### src/rtl/core/sbmq_pkg.sv
// Package for the shared buffer multi-queue block.
// Store sizes, derived widths, status codes and payload types.
// No dependencies.
package sbmq_pkg;

    localparam int ENTRIES = 64;
    localparam int QUEUES  = 4;

    localparam int DATA_W  = 32;
    localparam int QID_W   = 2;
    localparam int STAT_W  = 2;
    localparam int SLOT_W  = $clog2(ENTRIES);
    localparam int LINK_W  = $clog2(ENTRIES + 1);
    localparam int QIDX_W  = (QUEUES > 1) ? $clog2(QUEUES) : 1;

    typedef logic [SLOT_W-1:0] t_slot;
    typedef logic [LINK_W-1:0] t_link;
    typedef logic [QIDX_W-1:0] t_qidx;
    typedef logic [QID_W-1:0]  t_qid;
    typedef logic [STAT_W-1:0] t_status;
    typedef logic signed [DATA_W-1:0] t_data;

    localparam t_link NULL_LINK = t_link'(ENTRIES);

    localparam t_status ST_OK    = 2'd0;
    localparam t_status ST_FULL  = 2'd1;
    localparam t_status ST_EMPTY = 2'd2;

    localparam logic MODE_PUSH = 1'b0;
    localparam logic MODE_POP  = 1'b1;

endpackage

### src/rtl/core/shared_buffer_multi_queue.sv
// Top level of the shared buffer multi-queue: link and data memories, queue heads and tails,
// free list and the stream handshake.
// Depends on sbmq_pkg.
//
// QUEUES first-in first-out queues share one store of ENTRIES slots; each slot holds a data
// word in one memory and a link to the next slot in another, and unowned slots are chained
// on a free list. Every input transfer is a push (tuser bit 0 low) or a pop (high) on the
// queue in tuser bits 2:1, and yields exactly one output transfer carrying a status (ok,
// full, empty) and, for a successful pop, the dequeued word. Each item passes an accept step,
// reading the link and data memories at the free-list or queue head, then an update step,
// writing the updated link back and issuing the result; no new item is taken before the
// update step is done. A result waiting at the output register holds the update step until it
// is taken. No clearing pass follows reset: per-slot valid bits supply the initial link chain.
module shared_buffer_multi_queue (
    input  logic        i_clk,
    input  logic        i_rst_n,
    input  logic        s_axis_tvalid,
    output logic        s_axis_tready,
    input  logic [31:0] s_axis_tdata,   // value
    input  logic [2:0]  s_axis_tuser,   // mode, queue_id
    output logic        m_axis_tvalid,
    input  logic        m_axis_tready,
    output logic [31:0] m_axis_tdata,   // data_out
    output logic [1:0]  m_axis_tuser    // status
);

    sbmq_pkg::t_data   r_data_mem [sbmq_pkg::ENTRIES];
    sbmq_pkg::t_link   r_link_mem [sbmq_pkg::ENTRIES];
    logic              r_link_vld [sbmq_pkg::ENTRIES];
    sbmq_pkg::t_link   r_qhead    [sbmq_pkg::QUEUES];
    sbmq_pkg::t_slot   r_qtail    [sbmq_pkg::QUEUES];
    sbmq_pkg::t_link   r_free_head;

    logic              r_busy;
    logic              r_mode;
    sbmq_pkg::t_qid    r_qid;
    sbmq_pkg::t_data   r_value;
    sbmq_pkg::t_link   r_slot;
    logic              r_is_tail;
    sbmq_pkg::t_data   r_data_rd;
    sbmq_pkg::t_link   r_link_rd;
    logic              r_rd_vld;

    logic              r_m_valid;
    sbmq_pkg::t_status r_m_status;
    sbmq_pkg::t_data   r_m_data;

    logic              s_accept;
    logic              s_mode;
    sbmq_pkg::t_qid    s_qid;
    logic              s_q_ok;
    sbmq_pkg::t_qidx   s_qidx;
    sbmq_pkg::t_link   s_slot;
    sbmq_pkg::t_slot   s_raddr;

    logic              c_commit;
    logic              c_q_ok;
    sbmq_pkg::t_qidx   c_qidx;
    logic              c_slot_ok;
    logic              c_push_ok;
    logic              c_pop_ok;
    logic              c_q_empty;
    sbmq_pkg::t_link   c_link;
    sbmq_pkg::t_link   c_next;
    logic              c_link_we;
    sbmq_pkg::t_slot   c_link_waddr;
    sbmq_pkg::t_link   c_link_wdata;

    assign s_axis_tready = !r_busy;
    assign s_accept      = s_axis_tvalid && !r_busy;

    always_comb begin
        s_mode  = s_axis_tuser[0];
        s_qid   = s_axis_tuser[2:1];
        s_q_ok  = int'(s_qid) < sbmq_pkg::QUEUES;
        s_qidx  = sbmq_pkg::t_qidx'(s_qid);
        if (s_mode == sbmq_pkg::MODE_POP) begin
            s_slot = s_q_ok ? r_qhead[s_qidx] : sbmq_pkg::NULL_LINK;
        end else begin
            s_slot = r_free_head;
        end
        s_raddr = s_slot[sbmq_pkg::SLOT_W-1:0];
    end

    always_comb begin
        c_commit  = r_busy && (!r_m_valid || m_axis_tready);
        c_q_ok    = int'(r_qid) < sbmq_pkg::QUEUES;
        c_qidx    = sbmq_pkg::t_qidx'(r_qid);
        c_slot_ok = r_slot < sbmq_pkg::LINK_W'(sbmq_pkg::ENTRIES);
        c_push_ok = (r_mode == sbmq_pkg::MODE_PUSH) && c_q_ok && c_slot_ok;
        c_pop_ok  = (r_mode == sbmq_pkg::MODE_POP) && c_q_ok && c_slot_ok;
        c_q_empty = !(r_qhead[c_qidx] < sbmq_pkg::LINK_W'(sbmq_pkg::ENTRIES));
        if (r_rd_vld) begin
            c_link = r_link_rd;
        end else begin
            c_link = sbmq_pkg::LINK_W'(r_slot[sbmq_pkg::SLOT_W-1:0])
                     + sbmq_pkg::LINK_W'(1);
        end
        if ((c_link < sbmq_pkg::LINK_W'(sbmq_pkg::ENTRIES))
            && !((r_mode == sbmq_pkg::MODE_POP) && r_is_tail)) begin
            c_next = c_link;
        end else begin
            c_next = sbmq_pkg::NULL_LINK;
        end
        c_link_we    = c_commit && ((c_push_ok && !c_q_empty) || c_pop_ok);
        c_link_waddr = c_pop_ok ? r_slot[sbmq_pkg::SLOT_W-1:0] : r_qtail[c_qidx];
        c_link_wdata = c_pop_ok ? r_free_head : r_slot;
    end

    always_ff @(posedge i_clk) begin
        if (c_commit && c_push_ok) begin
            r_data_mem[r_slot[sbmq_pkg::SLOT_W-1:0]] <= r_value;
        end
        if (s_accept) begin
            r_data_rd <= r_data_mem[s_raddr];
        end
    end

    always_ff @(posedge i_clk) begin
        if (c_link_we) begin
            r_link_mem[c_link_waddr] <= c_link_wdata;
        end
        if (s_accept) begin
            r_link_rd <= r_link_mem[s_raddr];
        end
    end

    always_ff @(posedge i_clk) begin
        if (!i_rst_n) begin
            for (int i = 0; i < sbmq_pkg::ENTRIES; i++) begin
                r_link_vld[i] <= 1'b0;
            end
        end else if (c_link_we) begin
            r_link_vld[c_link_waddr] <= 1'b1;
        end
    end

    always_ff @(posedge i_clk) begin
        if (s_accept) begin
            r_mode    <= s_mode;
            r_qid     <= s_qid;
            r_value   <= s_axis_tdata;
            r_slot    <= s_slot;
            r_is_tail <= (s_raddr == r_qtail[s_qidx]);
            r_rd_vld  <= r_link_vld[s_raddr];
        end
        if (c_commit && c_push_ok) begin
            r_qtail[c_qidx] <= r_slot[sbmq_pkg::SLOT_W-1:0];
        end
    end

    always_ff @(posedge i_clk) begin
        if (!i_rst_n) begin
            r_free_head <= '0;
            for (int i = 0; i < sbmq_pkg::QUEUES; i++) begin
                r_qhead[i] <= sbmq_pkg::NULL_LINK;
            end
        end else if (c_commit) begin
            if (c_push_ok) begin
                r_free_head <= c_next;
                if (c_q_empty) begin
                    r_qhead[c_qidx] <= r_slot;
                end
            end else if (c_pop_ok) begin
                r_qhead[c_qidx] <= c_next;
                r_free_head     <= r_slot;
            end
        end
    end

    always_ff @(posedge i_clk) begin
        if (!i_rst_n) begin
            r_busy    <= 1'b0;
            r_m_valid <= 1'b0;
        end else begin
            if (s_accept) begin
                r_busy <= 1'b1;
            end else if (c_commit) begin
                r_busy <= 1'b0;
            end
            if (c_commit) begin
                r_m_valid <= 1'b1;
            end else if (m_axis_tready) begin
                r_m_valid <= 1'b0;
            end
        end
    end

    always_ff @(posedge i_clk) begin
        if (c_commit) begin
            if (r_mode == sbmq_pkg::MODE_POP) begin
                r_m_status <= c_pop_ok ? sbmq_pkg::ST_OK : sbmq_pkg::ST_EMPTY;
                r_m_data   <= c_pop_ok ? r_data_rd : '0;
            end else begin
                r_m_status <= c_push_ok ? sbmq_pkg::ST_OK : sbmq_pkg::ST_FULL;
                r_m_data   <= '0;
            end
        end
    end

    assign m_axis_tvalid = r_m_valid;
    assign m_axis_tdata  = r_m_data;
    assign m_axis_tuser  = r_m_status;

endmodule

### config.mk
export PLATFORM = sky130hd
export DESIGN_NAME = shared_buffer_multi_queue
export DESIGN_NICKNAME = d
export VERILOG_FILES = /design/src/rtl/core/sbmq_pkg.sv /design/src/rtl/core/shared_buffer_multi_queue.sv
export SDC_FILE = /design/constraint.sdc
export NUM_CORES = 2
export LEC_CHECK = 0
export ABC_AREA = 1
export BUFFER_PORTS_ARGS = -buffer_cell sky130_fd_sc_hd__buf_2
export CAP_MARGIN = 15
export CORE_MARGIN = 5
export CORE_UTILIZATION = 40
export CTS_CLUSTER_DIAMETER = 40
export CTS_CLUSTER_SIZE = 24
export DETAILED_ROUTE_END_ITERATION = 16
export PLACE_DENSITY_LB_ADDON = 0.3
export SYNTH_ARGS = -nofsm -noshare
export SYNTH_HDL_FRONTEND = slang
export SYNTH_SLANG_ARGS = --single-unit
### constraint.sdc
create_clock -name i_clk -period 5.1 [get_ports i_clk]
set_input_delay 0.765 -clock i_clk [delete_from_list [all_inputs] [get_ports i_clk]]
set_output_delay 0.765 -clock i_clk [all_outputs]
set_load 0.02 [all_outputs]
Word-level counts from Yosys, hierarchy flattened
Memory sizes are Yosys's and may differ from the RTL's. A register that Yosys moved wholly into a read port is not among the register bits.
Cells that the tools add are included.
{"block": "word_totals", "out_inout_bits": 36, "n_memories": 5, "in_bits": 39, "wordCells": 83, "regBits": 86, "mem_bits_rw": 2612}
{"memory": "r_data_mem", "words": 64, "word_bits": 32, "read_ports": 1, "rd_clocked_by_memory_dff": 1, "wr": 1, "line_no": "shared_buffer_multi_queue.sv:27", "rtl": "sbmq_pkg::t_data r_data_mem [sbmq_pkg::ENTRIES];"}
{"memory": "r_link_mem", "words": 64, "word_bits": 7, "read_ports": 1, "rd_clocked_by_memory_dff": 1, "wr": 1, "line_no": "shared_buffer_multi_queue.sv:28", "rtl": "sbmq_pkg::t_link r_link_mem [sbmq_pkg::ENTRIES];"}
{"memory": "r_link_vld", "words": 64, "word_bits": 1, "read_ports": 1, "rd_clocked_by_memory_dff": 1, "wr": 64, "line_no": "shared_buffer_multi_queue.sv:29", "rtl": "logic r_link_vld [sbmq_pkg::ENTRIES];"}
{"memory": "r_qhead", "words": 4, "word_bits": 7, "read_ports": 2, "rd_clocked_by_memory_dff": 1, "wr": 4, "line_no": "shared_buffer_multi_queue.sv:30", "rtl": "sbmq_pkg::t_link r_qhead [sbmq_pkg::QUEUES];"}
{"memory": "r_qtail", "words": 4, "word_bits": 6, "read_ports": 2, "rd_clocked_by_memory_dff": 1, "wr": 1, "line_no": "shared_buffer_multi_queue.sv:31", "rtl": "sbmq_pkg::t_slot r_qtail [sbmq_pkg::QUEUES];"}
{"block": "classes", "order_cmp": 3, "n_bitwise": 2, "reduce_logical": 21, "n_eq_ne": 1, "mux": 40, "n_addsub": 1}
{"op": "7-bit two-way mux", "n": 8}
{"op": "1-bit two-way mux", "n": 25}
{"op": "7-bit less-than comparator, second input constant", "n": 3}
{"op": "6-bit two-way mux", "n": 2}
{"op": "2-bit two-way mux", "n": 5}
{"op": "1-bit logical AND", "n": 9}
{"op": "6-bit by 1-bit adder with 7-bit output, second input constant", "n": 1}
{"op": "7-bit OR reduction", "n": 1}
{"op": "6-bit equality test", "n": 1}
{"op": "2-bit nonzero test", "n": 3}
{"op": "2-bit AND reduction", "n": 2}
{"op": "1-bit logical NOT", "n": 3}
{"op": "1-bit logical OR", "n": 2}
{"op": "1-bit NOT", "n": 1}
{"op": "1-bit bitwise OR", "n": 1}
{"op": "1-bit OR reduction", "n": 1}

Depth between registers and ports, before layout
{"block": "logic_depth", "word_depth": 10, "mapped_depth": 18, "ltp_nobuf": 14}

Worst setup path after synthesis
OpenSTA, ideal clock, no wires.
{"block": "synth_path", "path_kind": "input to register", "start": "in s_axis_tvalid", "end": "reg r_qid[0], in the netlist c_qidx[0], enable pin", "setup_time_ns": 0.532, "required_time_ns": 4.568, "stages": 2, "path_buffers": 0, "t_arrival_ns": 4.406, "setup_slack_ns": 0.161, "path_cell_list": "inv_1 > nor2_1"}
{"block": "synth_via", "elab_chain_cells": 1}
{"item": "from (decl)", "line_no": "shared_buffer_multi_queue.sv:17", "rtl": "input logic s_axis_tvalid,"}
{"item": "1-bit logical AND", "line_no": "shared_buffer_multi_queue.sv:70", "rtl": "assign s_accept = s_axis_tvalid && !r_busy;"}
{"item": "named net s_accept", "line_no": "shared_buffer_multi_queue.sv:48", "rtl": "logic s_accept;"}
{"item": "to (signal assigned)", "line_no": "shared_buffer_multi_queue.sv:141", "rtl": "r_qid <= s_qid;"}
{"item": "to (decl)", "line_no": "shared_buffer_multi_queue.sv:36", "rtl": "sbmq_pkg::t_qid r_qid;"}
The timed path passes the listed nets, and every way through them passes these cells.
A chain may end at the register's enable or synchronous reset.

Worst setup path in the final report
{"block": "layout_path", "start": "in s_axis_tuser[1]", "end": "reg r_data_rd[21] (read register of r_data_mem), data pin"}
{"block": "layout_via", "elab_chain_cells": 2}
{"item": "from (decl)", "line_no": "shared_buffer_multi_queue.sv:20", "rtl": "input logic [2:0] s_axis_tuser,"}
{"item": "memory 4 x 7 bit"}
{"item": "7-bit two-way mux", "line_no": "shared_buffer_multi_queue.sv:77", "rtl": "if (s_mode == sbmq_pkg::MODE_POP) begin"}
{"item": "to (decl)", "line_no": "shared_buffer_multi_queue.sv:40", "rtl": "sbmq_pkg::t_data r_data_rd;"}
Every way passes these cells.

==> results.toml <==
[yosys]
synth-main-ff-cell = "edfxtp_1"
synth_commonest_cells = "2700 x nand3_1, 2665 x edfxtp_1, 2189 x nand2_1, 2104 x inv_1, 414 x buf_2"
synth_nets = 11400
syn_inst = 11300
synth.most_common_cell = "nand3_1"
syn_avg_cell_area_um2 = 10.6
synth_edf_count = 2665
synth-async-reset-ratio_pct = 0
synth-seq-cells = 2740
synth_area_um2 = 120000
yosys.area.top_type = "edfxtp_1"
yosysWarnings = 0
netlist_top_cells_area = "edfxtp_1 67%, nand3_1 11%, nand2_1 6.9%"
ys_seq_area_share_pct = 68.0
yosysTopAreaCellShare_pct = 66.8
yosysUniqueCellTypes = 37

[clock_network]
htreeDepth = 5
postCtsSetupRepairBufs = 0
clk_latency_ns = 0.90
clock_sinks = 2740
cts_root_buffer = "clkbuf_16"
cts_tree = "built"
numCtsBuffers = 357
cts.path.max_buffers = 4
clkTransAtPathRegs_ns = 0.06

[sta]
drv_slew = 0
period_needed_ns = 3.86
finalCritPeriodShare_pct = 75.6
worst-slew-pin-transition_ns = 1.29
setup_ws_ns = 1.24
tns_ns = 0
rsz0062_at_grt = "false"
timing.hold.ws_ns = 0.0570
max-slew-margin-rel_pct = 14.1
max_freq_mhz = 259
setup_viol = 0
finClkSkew_ns = 0.0553
hold_viol = 0

[global_route]
grt_max_degree = 175
antenna_found_initial = 3
grt_pass1_vias = 80200
grt_usage_pct = 22.5
grt_pass1_wl_um = 526000
grt_overflow = 0

[setup_path]
path_class = "in2reg"
path_cells = "buf_2, inv_2, nand2_1, nand3_1, nand3_4, nand2_8, buf_12, buf_12, nand2_1, nand3_1, nand3_1, nand3_1, nand3_1, nand3_1, nand2_1"
max_stage_delay_ns = 0.56
cp-start-kind = "input pin"
critPathBufInv = 4
cp.required_ns = 5.70
cp_max_fo = 99
critPathTopFamily = "simple AND/OR/NAND/NOR gates"
crit_top_cell = "nand3_1"
cp-end-kind = "flip-flop"
worstPathArrival_ns = 4.46
crit_slowest_cell = "nand2_8"

[routing]
drt_drc_violations_left = 0
num_vias = 83500
drt-initial-drc-count = 9850
wl_um = 359000
drt-vias-per-instance = 5.35
ant_nets = 0
wl_per_cell_um = 23.0
dr.pass1.iters = 9

[finish]
fin_area_um2 = 138000
finish.utilization_pct = 46.1
drive_gt1_share_pct = 9.05
fillCellCount = 26700
area_growth_pct = 15.0
final_cell_count_no_fill = 15600
nets = 11400

[floorplanning]
start_util_pct = 40.1
num_io_pins = 75
dieArea_um2 = 311000
die_h_um = 557
fp-row-count = 201
fp.dieW_um = 557
coreArea_um2 = 299000

[pwr]
ir_drop_mv = 0.487
power.total_mw = 55.7
leakagePower_nw = 55.4
power.density_nw_per_um2 = 404

[outcome]
outcome = "complete, no violations"

[place]
place_ws_ns = 0.464
post_dp_cell_area_um2 = 125000
place.gp.congestion = 0.878
port_buffers = 74
dp.cells = 15000
dp_hpwl_um = 191000

[min_path]
hp-class = "in2reg"

[run]
cap_violations = 0
==> final timing paths <==
kind	slack, ns	start	to	cells past startpoint
worst max-delay path	1.24	s_axis_tuser[1]	r_data_rd[21]	15
worst min-delay path	0.06	s_axis_tdata[10]	r_value[10]	1
worst max register to register	1.34	r_qhead[3][0]	r_data_rd[21]	14
worst min register to register	0.46	r_link_vld[31]	r_link_vld[31]	2
==> registers in the layout, summed over array words and instances, names as in the netlist, 2 cells and up, named ones only <==
register	count
c_qidx	2
r_qtail	24
r_data_mem	2048
r_data_rd	32
r_value	32
r_free_head	7
r_link_mem	448
r_link_rd	7
r_slot	7
m_axis_tdata	32
r_qhead	28
m_axis_tuser	2
r_link_vld	64
==> area by class of cell <==
class	count	area (um^2)	area share, %
multi-input cells	5799	27600	20.0
inverters	2113	7970	5.78
repair buffers	360	3520	2.55
clock inverters	262	2920	2.12
flip-flops and latches	2740	81500	59.2
well taps	3958	4950	3.59
diodes	5	12.5	0.00908
clock buffers	390	9260	6.72
==> cells in the final DEF (no fill, tap or decap), types with 64 or more instances in the layout <==
cell type and n:
buf_12 78, buf_2 74, buf_4 198, clkbuf_16 365, dfxtp_1 75, edfxtp_1 2665, inv_1 2102, nand2_1 2186
nand3_1 2700, nand3b_1 400, nor2_1 296, nor2_4 65, o21ai_0 64
==> report_power, final <==
group,switching [mW],internal (mW),total (mW)
Clock,10.4,15.1,25.5
Combinational,3.85,1.30,5.15
Sequential,0.125,25.0,25.1
==> per-layer routing <==
layer	up-vias	GRT usage, %	part of all wire, %
met4	0	9.17	4.5
li1	37800	-	-
met2	4152	36.0	46
met5	-	0	0
met1	40900	30.3	40
met3	769	4.17	9.5
==> what timing repair did <==
action                    in CTS  in global routing
resized for setup              0                  0
hold buffers                  10                  0
hold endpoints to repair      10                  0
==> worst register-to-register path: stages (launching register included) <==
cell      delay (ns)
edfxtp_1        0.37
inv_1           0.06
nand2_1         0.04
nand3_1         0.17
nand3_4         0.28
nand2_8         0.56
buf_12          0.31
buf_12          0.38
nand2_1         0.24
nand3_1         0.09
nand3_1         0.11
nand3_1         0.16
nand3_1         0.19
nand3_1         0.41
nand2_1         0.10
==> cell families after synthesis <==
logic type	Yosys count	share of synthesized area, %
buffers and inverters	2775	9.47
muxes	1	0.00835
AOI/OAI and AO/OA	118	0.528
and+or+nand+nor	5672	21.9
adders and majority gates	1	0.0104
xor gates and xnor gates	7	0.0512
DFF	2740	68.0
(Power assumes the default switching activity.)
